`config.mk`:
```
export PLATFORM = sky130hd
export DESIGN_NAME = running_mean_variance_minmax
export DESIGN_NICKNAME = d
export VERILOG_FILES = /design/src/sv/rmvm_pkg.sv /design/src/sv/rmvm_engine.sv /design/src/sv/running_mean_variance_minmax.sv
export SDC_FILE = /design/constraint.sdc
export NUM_CORES = 2
export LEC_CHECK = 0
export BUFFER_PORTS_ARGS = -buffer_cell sky130_fd_sc_hd__buf_2
export CAP_MARGIN = 10
export CELL_PAD_IN_SITES_DETAIL_PLACEMENT = 2
export CELL_PAD_IN_SITES_GLOBAL_PLACEMENT = 2
export CORE_MARGIN = 2
export CORE_UTILIZATION = 39
export CTS_CLUSTER_SIZE = 40
export DETAILED_ROUTE_END_ITERATION = 6
export PLACE_DENSITY = 0.89
export SLEW_MARGIN = 15
export SYNTH_ARGS = -nofsm -noshare
export SYNTH_HDL_FRONTEND = slang
export SYNTH_SLANG_ARGS = --single-unit
```
`constraint.sdc`:
```
create_clock -name clk -period 15.1 [get_ports clk]
set_clock_uncertainty 0.05 [all_clocks]
set_input_delay 3.02 -clock clk [delete_from_list [all_inputs] [get_ports clk]]
set_output_delay 3.02 -clock clk [all_outputs]
set_load 0.01 [all_outputs]
```
`src/sv/rmvm_pkg.sv`:
```
// Shared types and constants for the running mean / variance / min-max block.
// Used by rmvm_engine and running_mean_variance_minmax. No dependencies.
package rmvm_pkg;

  localparam int SAMPLE_BITS = 16;
  localparam int COUNT_BITS  = 16;
  localparam int FRAC_BITS   = 16;

  // Widths of the fixed-point datapath
  localparam int MEAN_BITS = SAMPLE_BITS + FRAC_BITS;  // Q16.16 mean
  localparam int DIFF_BITS = MEAN_BITS + 2;            // deviation with headroom
  localparam int ENG_BITS  = 64;                       // shared unit operand width
  localparam int VAR_BITS  = 48;
  localparam int SD_BITS   = 32;

  // Item opcodes
  localparam logic OPC_PUSH  = 1'b0;
  localparam logic OPC_CLEAR = 1'b1;

  // Operations of the shared iterative unit
  typedef enum logic [1:0] {
    OP_DIV,
    OP_MUL,
    OP_SQRT
  } eng_op_t;

  typedef struct packed {
    logic    start;
    eng_op_t op;
  } eng_cmd_t;

  // Item sequencer
  typedef enum logic [2:0] {
    S_IDLE,
    S_MDIV,
    S_MUL,
    S_VSTART,
    S_VDIV,
    S_SQRT,
    S_FIN
  } seq_state_t;

endpackage

```
`src/sv/rmvm_engine.sv`:
```
// Shared iterative arithmetic unit: restoring divide, shift-add multiply and
// digit-by-digit square root, all on one 65-bit add/subtract. Uses rmvm_pkg.
module rmvm_engine
  import rmvm_pkg::*;
(
  input  logic                clk,
  input  logic                rst,
  input  eng_cmd_t            cmd,
  input  logic [ENG_BITS-1:0] opa,
  input  logic [ENG_BITS-1:0] opb,
  output logic                done,
  output logic [ENG_BITS:0]   res_hi,
  output logic [ENG_BITS-1:0] res_lo,
  output logic [SD_BITS-1:0]  res_root
);

  localparam logic [5:0] LAST_LONG = 6'(ENG_BITS - 1);
  localparam logic [5:0] LAST_SQRT = 6'(ENG_BITS / 2 - 1);

  logic                busy;
  eng_op_t             op;
  logic [5:0]          cnt;
  logic [ENG_BITS:0]   r;
  logic [ENG_BITS-1:0] q;
  logic [ENG_BITS-1:0] dv;
  logic [SD_BITS-1:0]  root;

  logic [ENG_BITS:0]   r_next;
  logic [ENG_BITS-1:0] q_next;
  logic [SD_BITS-1:0]  root_next;
  logic [ENG_BITS:0]   add_a;
  logic [ENG_BITS:0]   add_b;
  logic                sub;
  logic [ENG_BITS+1:0] sum;
  logic                ge;
  logic                last;

  // Operand selection for the single adder
  always_comb begin
    add_a = r;
    add_b = '0;
    sub   = 1'b0;
    case (op)
      OP_DIV: begin
        add_a = {r[ENG_BITS-1:0], q[ENG_BITS-1]};
        add_b = {1'b0, dv};
        sub   = 1'b1;
      end
      OP_MUL: begin
        add_a = r;
        add_b = q[0] ? {1'b0, dv} : '0;
        sub   = 1'b0;
      end
      OP_SQRT: begin
        add_a = {r[ENG_BITS-2:0], q[ENG_BITS-1:ENG_BITS-2]};
        add_b = {{(ENG_BITS - SD_BITS - 1){1'b0}}, root, 2'b01};
        sub   = 1'b1;
      end
      default: begin
        add_a = r;
        add_b = '0;
        sub   = 1'b0;
      end
    endcase
  end

  // The shared add/subtract; top bit is the carry, i.e. "a >= b" on subtract
  assign sum = {1'b0, add_a} + {1'b0, (sub ? ~add_b : add_b)} + {{(ENG_BITS + 1){1'b0}}, sub};
  assign ge  = sum[ENG_BITS+1];

  // Next step of each iteration
  always_comb begin
    r_next    = r;
    q_next    = q;
    root_next = root;
    case (op)
      OP_DIV: begin
        r_next = ge ? sum[ENG_BITS:0] : add_a;
        q_next = {q[ENG_BITS-2:0], ge};
      end
      OP_MUL: begin
        r_next = sum[ENG_BITS+1:1];
        q_next = {sum[0], q[ENG_BITS-1:1]};
      end
      OP_SQRT: begin
        r_next    = ge ? sum[ENG_BITS:0] : add_a;
        q_next    = {q[ENG_BITS-3:0], 2'b00};
        root_next = {root[SD_BITS-2:0], ge};
      end
      default: begin
        r_next = r;
      end
    endcase
  end

  assign last = (op == OP_SQRT) ? (cnt == LAST_SQRT) : (cnt == LAST_LONG);

  // Completion flag, registered together with the final step
  always_ff @(posedge clk) begin
    if (rst) begin
      done <= 1'b0;
    end else begin
      done <= busy && last;
    end
  end

  // Iteration registers
  always_ff @(posedge clk) begin
    if (rst) begin
      busy <= 1'b0;
      cnt  <= '0;
      op   <= OP_DIV;
    end else if (cmd.start) begin
      busy <= 1'b1;
      cnt  <= '0;
      op   <= cmd.op;
    end else if (busy) begin
      cnt <= cnt + 6'd1;
      if (last) begin
        busy <= 1'b0;
      end
    end
  end

  always_ff @(posedge clk) begin
    if (cmd.start) begin
      r    <= '0;
      q    <= opa;
      dv   <= opb;
      root <= '0;
    end else if (busy) begin
      r    <= r_next;
      q    <= q_next;
      root <= root_next;
    end
  end

  assign res_hi   = r;
  assign res_lo   = q;
  assign res_root = root;

endmodule

```
`src/sv/running_mean_variance_minmax.sv`:
```
// Top level of the running statistics block: item sequencer and statistics
// registers around the shared unit rmvm_engine. Uses rmvm_pkg.

// Each item pushes one signed sample (Welford update of count, mean and
// squared-deviation sum, plus min and max) or clears the statistics, and
// returns one result with count, Q16.16 mean, Q32.16 variance, Q16.16
// standard deviation, min, max and a count-saturated flag. All arithmetic
// runs through one iterative unit, one step per cycle. A normal push goes
// from acceptance to the result register through the mean divide, the
// deviation multiply, a state that starts the variance step, the variance
// divide, the square root and a state that finishes; a push on a full
// count skips the mean divide and the deviation multiply, and a clear or a
// first sample also skips the variance divide. One item is worked on at a
// time; the next is accepted at the earliest in the cycle in which the
// result is in the output register, and later while a waiting result is
// stalled.
module running_mean_variance_minmax
  import rmvm_pkg::*;
(
  input  logic                          clk,
  input  logic                          rst,
  input  logic                          in_valid,
  output logic                          in_stall,
  input  logic                          opcode,
  input  logic signed [SAMPLE_BITS-1:0] sample,
  output logic                          out_valid,
  input  logic                          out_stall,
  output logic [COUNT_BITS-1:0]         sample_count,
  output logic signed [MEAN_BITS-1:0]   mean_value,
  output logic [VAR_BITS-1:0]           variance_value,
  output logic [SD_BITS-1:0]            std_deviation,
  output logic signed [SAMPLE_BITS-1:0] minimum_value,
  output logic signed [SAMPLE_BITS-1:0] maximum_value,
  output logic                          count_full
);

  localparam logic [COUNT_BITS-1:0] COUNT_MAX = '1;

  seq_state_t state, state_next;

  // Statistics
  logic [COUNT_BITS-1:0]         count_reg;
  logic signed [MEAN_BITS-1:0]   mean_reg;
  logic [ENG_BITS-1:0]           sq_dev_sum;
  logic signed [SAMPLE_BITS-1:0] min_reg;
  logic signed [SAMPLE_BITS-1:0] max_reg;

  // Per-item working registers
  logic signed [DIFF_BITS-1:0]   xq;
  logic signed [DIFF_BITS-1:0]   dev;
  logic [VAR_BITS-1:0]           var_reg;

  logic                          accept;
  logic                          out_free;
  logic                          full;
  logic signed [DIFF_BITS-1:0]   xq_in;
  logic signed [DIFF_BITS-1:0]   d_in;
  logic [DIFF_BITS-1:0]          d_in_mag;
  logic [DIFF_BITS-1:0]          dev_mag;
  logic signed [DIFF_BITS-1:0]   quot;
  logic signed [DIFF_BITS-1:0]   new_mean;
  logic signed [DIFF_BITS-1:0]   err;
  logic [DIFF_BITS-1:0]          err_mag;
  logic [ENG_BITS-1:0]           term;
  logic [ENG_BITS:0]             sum_wide;
  logic [ENG_BITS-1:0]           sum_sat;
  logic [VAR_BITS-1:0]           var_clamp;

  eng_cmd_t                      cmd;
  logic [ENG_BITS-1:0]           opa;
  logic [ENG_BITS-1:0]           opb;
  logic                          eng_done;
  logic [ENG_BITS:0]             res_hi;
  logic [ENG_BITS-1:0]           res_lo;
  logic [SD_BITS-1:0]            res_root;

  rmvm_engine u_engine (
    .clk      (clk),
    .rst      (rst),
    .cmd      (cmd),
    .opa      (opa),
    .opb      (opb),
    .done     (eng_done),
    .res_hi   (res_hi),
    .res_lo   (res_lo),
    .res_root (res_root)
  );

  assign full     = (count_reg == COUNT_MAX);
  assign in_stall = (state != S_IDLE);
  assign accept   = in_valid && !in_stall;
  assign out_free = !out_valid || !out_stall;

  // Deviation of the incoming sample from the current mean
  assign xq_in    = DIFF_BITS'(sample) <<< FRAC_BITS;
  assign d_in     = xq_in - DIFF_BITS'(mean_reg);
  assign d_in_mag = d_in[DIFF_BITS-1] ? DIFF_BITS'(-d_in) : d_in;
  assign dev_mag  = dev[DIFF_BITS-1] ? DIFF_BITS'(-dev) : dev;

  // Mean update from the divider quotient, truncated toward zero
  assign quot     = dev[DIFF_BITS-1] ? -$signed(res_lo[DIFF_BITS-1:0])
                                     : $signed(res_lo[DIFF_BITS-1:0]);
  assign new_mean = DIFF_BITS'(mean_reg) + quot;
  assign err      = xq - new_mean;
  assign err_mag  = err[DIFF_BITS-1] ? DIFF_BITS'(-err) : err;

  // Product shifted down by the fraction bits, saturating, then added
  assign term     = (res_hi[ENG_BITS:FRAC_BITS] != '0) ? '1
                    : {res_hi[FRAC_BITS-1:0], res_lo[ENG_BITS-1:FRAC_BITS]};
  assign sum_wide = {1'b0, sq_dev_sum} + {1'b0, term};
  assign sum_sat  = sum_wide[ENG_BITS] ? '1 : sum_wide[ENG_BITS-1:0];

  assign var_clamp = (res_lo[ENG_BITS-1:VAR_BITS] != '0) ? '1 : res_lo[VAR_BITS-1:0];

  // Next state
  always_comb begin
    state_next = state;
    unique case (state)
      S_IDLE: begin
        if (accept) begin
          if (opcode == OPC_PUSH && !full && count_reg != '0) begin
            state_next = S_MDIV;
          end else begin
            state_next = S_VSTART;
          end
        end
      end
      S_MDIV:   if (eng_done) state_next = S_MUL;
      S_MUL:    if (eng_done) state_next = S_VSTART;
      S_VSTART: state_next = (count_reg > COUNT_BITS'(1)) ? S_VDIV : S_SQRT;
      S_VDIV:   if (eng_done) state_next = S_SQRT;
      S_SQRT:   if (eng_done) state_next = S_FIN;
      S_FIN:    if (out_free) state_next = S_IDLE;
      default:  state_next = S_IDLE;
    endcase
  end

  // Shared unit commands and operands
  always_comb begin
    cmd.start = 1'b0;
    cmd.op    = OP_DIV;
    opa       = '0;
    opb       = '0;
    unique case (state)
      S_IDLE: begin
        if (accept && opcode == OPC_PUSH && !full && count_reg != '0) begin
          cmd.start = 1'b1;
          cmd.op    = OP_DIV;
          opa       = ENG_BITS'(d_in_mag);
          opb       = ENG_BITS'(count_reg) + ENG_BITS'(1);
        end
      end
      S_MDIV: begin
        if (eng_done) begin
          cmd.start = 1'b1;
          cmd.op    = OP_MUL;
          opa       = ENG_BITS'(err_mag);
          opb       = ENG_BITS'(dev_mag);
        end
      end
      S_VSTART: begin
        cmd.start = 1'b1;
        if (count_reg > COUNT_BITS'(1)) begin
          cmd.op = OP_DIV;
          opa    = sq_dev_sum;
          opb    = ENG_BITS'(count_reg) - ENG_BITS'(1);
        end else begin
          cmd.op = OP_SQRT;
          opa    = '0;
        end
      end
      S_VDIV: begin
        if (eng_done) begin
          cmd.start = 1'b1;
          cmd.op    = OP_SQRT;
          opa       = {var_clamp, {(ENG_BITS - VAR_BITS){1'b0}}};
        end
      end
      S_MUL, S_SQRT, S_FIN: begin
        cmd.start = 1'b0;
      end
      default: begin
        cmd.start = 1'b0;
      end
    endcase
  end

  always_ff @(posedge clk) begin
    if (rst) begin
      state <= S_IDLE;
    end else begin
      state <= state_next;
    end
  end

  // Statistics registers
  always_ff @(posedge clk) begin
    if (rst) begin
      count_reg  <= '0;
      mean_reg   <= '0;
      sq_dev_sum <= '0;
      min_reg    <= '0;
      max_reg    <= '0;
    end else begin
      if (state == S_IDLE && accept) begin
        if (opcode == OPC_CLEAR) begin
          count_reg  <= '0;
          mean_reg   <= '0;
          sq_dev_sum <= '0;
          min_reg    <= '0;
          max_reg    <= '0;
        end else if (!full) begin
          count_reg <= count_reg + COUNT_BITS'(1);
          if (count_reg == '0) begin
            mean_reg   <= MEAN_BITS'(xq_in);
            sq_dev_sum <= '0;
            min_reg    <= sample;
            max_reg    <= sample;
          end else begin
            if (sample < min_reg) min_reg <= sample;
            if (sample > max_reg) max_reg <= sample;
          end
        end
      end
      if (state == S_MDIV && eng_done) begin
        mean_reg <= MEAN_BITS'(new_mean);
      end
      if (state == S_MUL && eng_done) begin
        sq_dev_sum <= sum_sat;
      end
    end
  end

  // Per-item working values
  always_ff @(posedge clk) begin
    if (state == S_IDLE && accept) begin
      xq  <= xq_in;
      dev <= d_in;
    end
    if (state == S_VSTART) begin
      var_reg <= '0;
    end else if (state == S_VDIV && eng_done) begin
      var_reg <= var_clamp;
    end
  end

  // Result register
  always_ff @(posedge clk) begin
    if (rst) begin
      out_valid <= 1'b0;
    end else if (state == S_FIN && out_free) begin
      out_valid <= 1'b1;
    end else if (!out_stall) begin
      out_valid <= 1'b0;
    end
  end

  always_ff @(posedge clk) begin
    if (state == S_FIN && out_free) begin
      sample_count   <= count_reg;
      mean_value     <= mean_reg;
      variance_value <= var_reg;
      std_deviation  <= res_root;
      minimum_value  <= min_reg;
      maximum_value  <= max_reg;
      count_full     <= full;
    end
  end

endmodule
```
# --- After elaboration in Yosys (flattened, before gate mapping) ---
# Cells that the tools add are included.
totals:
  input_bits: 21
  register_bits: 641
  output_inout_bits: 163
  word_cells: 176
op_classes:
  n_lt_le_gt_ge: 3
  n_reduce_logical: 44
  bitwise_logic: 2
  eq_ne: 21
  n_addsub: 14
  mux: 67
ops:
  columns: ["op", "count"]
  rows:
  - ["64-bit 2-to-1 mux", 13]
  - ["64-bit case mux with 3 select lines", 2]
  - ["65-bit case mux with 2 select lines", 2]
  - ["64-bit case mux with 4 select lines", 1]
  - ["34-bit 2-to-1 mux", 7]
  - ["65-bit case mux with 3 select lines", 1]
  - ["16-bit 2-to-1 mux", 10]
  - ["32-bit 2-to-1 mux", 5]
  - ["65-bit 2-to-1 mux", 2]
  - ["33-bit negator with 34-bit output", 2]
  - ["34-bit negator", 2]
  - ["65-bit by 65-bit adder with 66-bit output", 1]
  - ["66-bit by 1-bit adder with 66-bit output", 1]
  - ["64-bit by 64-bit adder with 65-bit output", 1]
  - ["65-bit inverter", 1]
  - ["49-bit nonzero test", 1]
  - ["48-bit 2-to-1 mux", 1]
  - ["32-bit by 34-bit adder with 34-bit output", 1]
  - ["32-bit by 34-bit subtractor with 34-bit output", 1]
  - ["32-bit by 32-bit subtractor with 33-bit output", 1]
  - ["16-bit nonzero test", 2]
  - ["3-bit 2-to-1 mux", 9]
  - ["3-bit case mux with 7 select lines", 1]
  - ["16-bit by 1-bit adder with 17-bit output (second input constant)", 1]
  - ["36 further kinds", 82]

# --- Longest topological paths before layout ---
logic_depth:
  word_depth: 10
  depth_mapped: 34
  ltp_nobuf: 32

# --- Modules after synthesis ---
# A second synthesis with hierarchy kept.
hier_totals:
  cells_unflattened: 5477
  hier_area_um2: 45778.9
by_module_without_submodules:
  columns: ["module", "instances", "area_each_um2", "seq_area_each_um2", "cells_per_inst"]
  rows:
  - ["running_mean_variance_minmax", 1, 28081.9, 10229.8, 3184]
  - ["rmvm_engine", 1, 17697.0, 5985.7, 2293]

# --- Least setup slack after synthesis ---
# No wires, ideal clock.
synth_timing:
  path_type: "input port to flip-flop"
  start: "input port out_stall"
  end: "register count_full (enable)"
  path_buffers: 0
  required_time_ns: 14.315
  setup_ns: 0.735
  t_arrival_ns: 10.776
  path_slack_ns: 3.539
  path_stages: 1
  path_cell_list: "a21oi_1"
synth_between:
  elab_chain_cells: 3
synth_rtl:
  columns: ["element", "line", "source"]
  rows:
  - ["start, declared", "running_mean_variance_minmax.sv:27", "input logic out_stall,"]
  - ["1-bit zero test", null, null]
  - ["1-bit logical OR", "running_mean_variance_minmax.sv:92", "assign out_free = !out_valid || !out_stall;"]
  - ["1-bit logical AND", "running_mean_variance_minmax.sv:259", "if (state == S_FIN && out_free) begin"]
  - ["end signal, assigned", "running_mean_variance_minmax.sv:266", "count_full <= full;"]
  - ["end, declared", "running_mean_variance_minmax.sv:34", "output logic count_full"]
# No other way between the ends.
# A chain may end at the register's enable or synchronous reset.

# --- Worst setup path after layout ---
layout_timing:
  start: "register u_engine.op[0]"
  end: "register u_engine.q[0] (netlist: u_engine.res_lo[0]) (data pin)"
layout_between:
  elab_chain_cells: 9
  word_cells_on_any_way: 14
  classes_between: "add/sub (2); eq/ne (2); mux (7); bitwise (1); reduce/logical (2)"
layout_rtl:
  columns: ["element", "line", "source"]
  rows:
  - ["start, declared", "rmvm_engine.sv:21", "eng_op_t op;"]
  - ["start signal, assigned", "rmvm_engine.sv:116", "op <= cmd.op;"]
  - ["2-bit equality test (tied with other cells)", "rmvm_engine.sv:43, rmvm_engine.sv:76", null]
  - ["65-bit case mux with 3 select lines / 2-bit OR reduction (equally long branches)", null, null]
  - ["65-bit inverter / 1-bit 2-to-1 mux (equally long branches)", "rmvm_engine.sv:68, rmvm_engine.sv:43", null]
  - ["65-bit 2-to-1 mux", "rmvm_engine.sv:68", "assign sum = {1'b0, add_a} + {1'b0, (sub ? ~add_b : add_b)} + {{(ENG_BITS + 1){1'b0}}, sub};"]
  - ["65-bit by 65-bit adder with 66-bit output", "rmvm_engine.sv:68", null]
  - ["66-bit by 1-bit adder with 66-bit output", "rmvm_engine.sv:68", null]
  - ["64-bit case mux with 3 select lines (*)", "rmvm_engine.sv:76", "case (op)"]
  - ["64-bit 2-to-1 mux (*)", "rmvm_engine.sv:131", "end else if (busy) begin"]
  - ["64-bit 2-to-1 mux (*)", "rmvm_engine.sv:126", "if (cmd.start) begin"]
  - ["end signal, assigned", "rmvm_engine.sv:128", "q <= opa;"]
  - ["end signal, assigned", "rmvm_engine.sv:133", "q <= q_next;"]
  - ["end, declared", "rmvm_engine.sv:24", "logic [ENG_BITS-1:0] q;"]
# Every way passes the cells marked *; elsewhere a longest branch is shown, timed or not. The select of a mux whose other input is x is not followed.

==> Flow_metrics.wiki <==
{| class="wikitable"
! Metric !! Value
|-
| Result of the run || complete, no violations
|-
| Die Span Y || about 330 um
|-
| Critical path buffers and inverters || 4
|-
| Clock tree buffer depth || 3
|-
| Hold Path Origin || var_reg[43]
|-
| Total count of max-transition violations in the final report || 0
|-
| Met3 track utilization from global routing || 6.40%
|-
| Yosys warns || 0
|-
| Hold Slack || 0.381 ns
|-
| Worst Setup Slack, final || ~6.7 ns
|-
| Number of endpoints failing setup at the final stage || 0
|-
| Number of library cell types mapped by synthesis || 117
|-
| Gate Count Post-Synth || 4,991
|-
| Setup tns final || 0 ns
|-
| CTS-repair resized insts || 0
|-
| CTS H-Tree Depth || 3
|-
| Global routing met1 resource utilization || about two fifths
|-
| Area occupied by multi-input gates || between 0.02 and 0.03 mm2
|-
| Count of pins on the block boundary || roughly 180
|-
| Share of the cycle needed by the critical path after routing || approximately 55%
|-
| Overall routing resource usage || between 30% and 40%
|-
| Routing usage on met2 || 58.8%
|-
| Commonest non-fill, non-tap cell in the layout || sky130_fd_sc_hd__nand2_1
|-
| Worst hold path endpoint || variance_value[43]
|-
| Layout fillers || ~12,000
|-
| Number of I/O port buffers || between 150 and 200
|-
| Post-layout instance count excluding filler cells || about 6,500
|-
| Asr flop ratio synth || 0%
|-
| Core footprint || around 0.11 mm2
|-
| DRC violation count after routing || 0
|-
| Pin count of the biggest net entering global routing || 94
|-
| Total power || between 10 and 15 mW
|-
| Commonest non-fill, non-tap cells in the layout || sky130_fd_sc_hd__nand2_1, sky130_fd_sc_hd__a21oi_1, sky130_fd_sc_hd__o21ai_0
|-
| Row count || between 100 and 150
|-
| Via count of the first global-routing pass || 46,600
|-
| Hold Vio Cnt, Final || 0
|-
| Share of post-route cells with drive strength above 1 || 9.68%
|-
| Mean instance size in the synthesized netlist || 8.56 um2
|-
| Via Count || ~43,000
|-
| Buffer type at the clock tree root || sky130_fd_sc_hd__clkbuf_16
|-
| Starting density of the core || approximately 39%
|-
| Register-to-Register Path Depth || 21
|-
| Total Wirelength || between 200 and 250 mm
|-
| Setup Buffers After CTS || 0
|-
| Synthesized netlist net count || between 5,000 and 6,000
|-
| Area growth from synthesis to layout || 10.8%
|-
| Max-Slew Margin vs Limit || 15.3%
|-
| Worst Path Max Fanout || 93
|-
| Number of hold-repair buffers added at the cts stage || 0
|-
| Type of destination of the critical path || flop
|-
| Reg-to-Reg End || u_engine.res_lo[0]
|-
| Half-perimeter wire length of the detailed placement result || approximately 140 mm
|-
| Clock slew seen by the registers of the worst setup and hold paths || approximately 0.060 ns
|-
| Count of flip-flops with a built-in enable after synthesis || roughly 300
|-
| Routed wire length per instance || 31.1 um
|-
| RePlAce Congestion || around 0.94
|-
| Depth of the worst hold-timing path || 0
|-
| Master of the slowest instance on the critical path || sky130_fd_sc_hd__or2_4
|-
| P_leak || 18.5 nW
|-
| Number of search-and-repair iterations in the first detailed-routing pass || 7
|-
| 1st-iter DRT viols || a little under 4,000
|-
| Max cap viols || 0
|-
| Global-route congestion overflow total || 0
|-
| Setup repair after global routing missed its margin || no
|-
| Antenna-violating nets left || 0
|-
| Min-Delay Path Class || reg2reg
|-
| Kind of critical path || reg2reg
|-
| Area of the die || ~0.11 mm2
|-
| Power density relative to cell area || about 210 mW/mm2
|-
| Via density per instance || about 6.7
|-
| Global-route wire length before repair || around 300 mm
|-
| Final-stage net count || between 5,000 and 6,000
|-
| Slack of the worst reg-to-reg path || roughly 6.7 ns
|-
| FF/Latch Area || roughly 0.015 mm2
|-
| Maximum vdd ir drop || around 0.12 mV
|-
| Final core utilization || between 40% and 50%
|-
| Shortest period the worst path allows || 8.37 ns
|-
| Setup slack after placement || between 6 and 7 ns
|-
| Number of buffers added by the clock tree synthesis step || 76
|-
| Predominant post-synthesis flop cell || sky130_fd_sc_hd__edfxtp_1
|-
| Critical path data arrival time || between 8 and 9 ns
|-
| Mapped Area || around 0.043 mm2
|-
| Startpoint type of the worst setup path || flop
|-
| Source of the worst register-to-register timing path || u_engine.op[0]
|-
| Die outline width || 335 um
|-
| Data required time of the worst path || approximately 15 ns
|-
| Most crowded layer after global routing || met2
|-
| Dominant delay contributor by cell family on the critical path || compound AO/OA/AOI/OAI gates
|-
| Post-Layout Inst Area || 0.0473 mm2
|-
| Flip-flop count of the largest register after layout || 65
|-
| Worst-Skew Late Latency || roughly 0.7 ns
|-
| Largest stage delay on the critical path || about 0.74 ns
|-
| Worst Tran Pin Value || roughly 1.3 ns
|-
| Number of synthesized register bits || around 610
|-
| Max Clock Freq || between 100 and 150 MHz
|-
| Dpl cells || between 6,000 and 7,000
|-
| Antenna violations before repair || 10
|-
| Critical path, cell by cell || inv_1 -> ha_4 -> buf_4 -> or2_4 -> buf_4 -> xnor2_1 -> ha_1 -> a21oi_1 -> o21ai_0 -> a221o_1 -> a21oi_1 -> o21ai_0 -> a221o_1 -> a211oi_1 -> nor4_1 -> o41ai_1 -> o21ai_4 -> buf_4 -> nor2b_1 -> a311oi_1 -> a21oi_1
|-
| Sequential cell area fraction in the yosys report || between 30% and 40%
|-
| Placement-stage cell area || approximately 0.045 mm2
|-
| CTS tree || built
|-
| Clock sink total || slightly above 600
|}
-- logic make-up after synthesis --
kind of cell,after synthesis,synth area share (%)
mux,41,0.964
simple gates,1480,16.6
xor+xnor,371,7.71
fa+ha+maj,239,7.00
buf+inv,478,4.33
flops,612,35.9
compound gates,1770,27.5
-- report_power, final --
part	switching [mW]	leakage (nW)	internal, mW	total [mW]
clock	0.856	1.27	1.15	2.01
sequential	0.406	5.36	2.05	2.46
combinational	3.68	11.9	1.87	5.56
-- how the worst max path moves through the flow --
stage                              start                 end  slack, ns  cells past startpoint
final                     u_engine.op[0]  u_engine.res_lo[0]       6.73                     21
after global routing      u_engine.op[0]  u_engine.res_lo[0]       6.32                     21
after CTS                 u_engine.op[0]  u_engine.res_lo[0]       6.83                     21
after detailed placement  u_engine.op[0]  u_engine.res_lo[0]       6.97                     21
after global placement    u_engine.op[0]  u_engine.res_lo[0]       7.34                     21
after floorplan                out_stall          count_full       3.54                      1
-- per-layer routing --
metal,vias up,share of wire (%)
met2,2096,48
met4,10,7.6
li1,18400,-
met1,21900,38
met5,-,0.035
met3,801,6.9
-- area by class of cell --
cell class,count,share of cell area [%]
inverter,140,1.12
sequential,612,32.4
clock inverter,50,1.23
multi-input combinational,3901,54.2
clock buffer,90,4.35
timing repair buffer,240,2.89
antenna,4,0.0211
tap,1414,3.74
-- cell usage after synthesis (9+ instances only) --
cell	n	area share, %
sky130_fd_sc_hd__a22oi_1	165	2.9
sky130_fd_sc_hd__a21oi_1	443	5.2
sky130_fd_sc_hd__o221ai_1	18	0.37
sky130_fd_sc_hd__mux2i_1	40	0.94
sky130_fd_sc_hd__o211ai_1	58	1.0
sky130_fd_sc_hd__xnor2_1	215	4.4
sky130_fd_sc_hd__a221o_1	9	0.21
sky130_fd_sc_hd__dfxtp_1	303	14
sky130_fd_sc_hd__nand3b_1	12	0.21
sky130_fd_sc_hd__a311oi_1	12	0.25
sky130_fd_sc_hd__nand3_1	123	1.4
sky130_fd_sc_hd__buf_1	26	0.23
sky130_fd_sc_hd__nor4_1	40	0.59
sky130_fd_sc_hd__or3_1	38	0.56
sky130_fd_sc_hd__a31oi_1	42	0.62
sky130_fd_sc_hd__o31ai_1	35	0.62
sky130_fd_sc_hd__o211a_1	12	0.28
sky130_fd_sc_hd__ha_1	226	6.6
sky130_fd_sc_hd__or2_2	21	0.31
sky130_fd_sc_hd__o41ai_1	14	0.29
sky130_fd_sc_hd__buf_2	18	0.21
sky130_fd_sc_hd__nor2_1	284	2.5
sky130_fd_sc_hd__a221oi_1	20	0.41
sky130_fd_sc_hd__o2111ai_1	10	0.21
sky130_fd_sc_hd__nor3_1	79	0.93
sky130_fd_sc_hd__xor2_1	151	3.1
sky130_fd_sc_hd__nand2_1	556	4.9
sky130_fd_sc_hd__a211oi_1	160	2.8
sky130_fd_sc_hd__and2_1	26	0.38
sky130_fd_sc_hd__a21boi_0	14	0.25
sky130_fd_sc_hd__clkbuf_1	288	2.5
sky130_fd_sc_hd__edfxtp_1	309	22
sky130_fd_sc_hd__a21o_1	171	3.0
sky130_fd_sc_hd__o21a_1	37	0.65
sky130_fd_sc_hd__inv_1	140	1.2
sky130_fd_sc_hd__and3_1	32	0.47
sky130_fd_sc_hd__a222oi_1	13	0.30
sky130_fd_sc_hd__o21ai_0	375	4.4
sky130_fd_sc_hd__nor2b_1	60	0.88
sky130_fd_sc_hd__nand4_1	47	0.69
sky130_fd_sc_hd__nand2b_1	113	1.7
sky130_fd_sc_hd__o21bai_1	30	0.53
sky130_fd_sc_hd__o21ai_1	17	0.20
sky130_fd_sc_hd__o22ai_1	14	0.21
(Power assumes the default switching activity.)
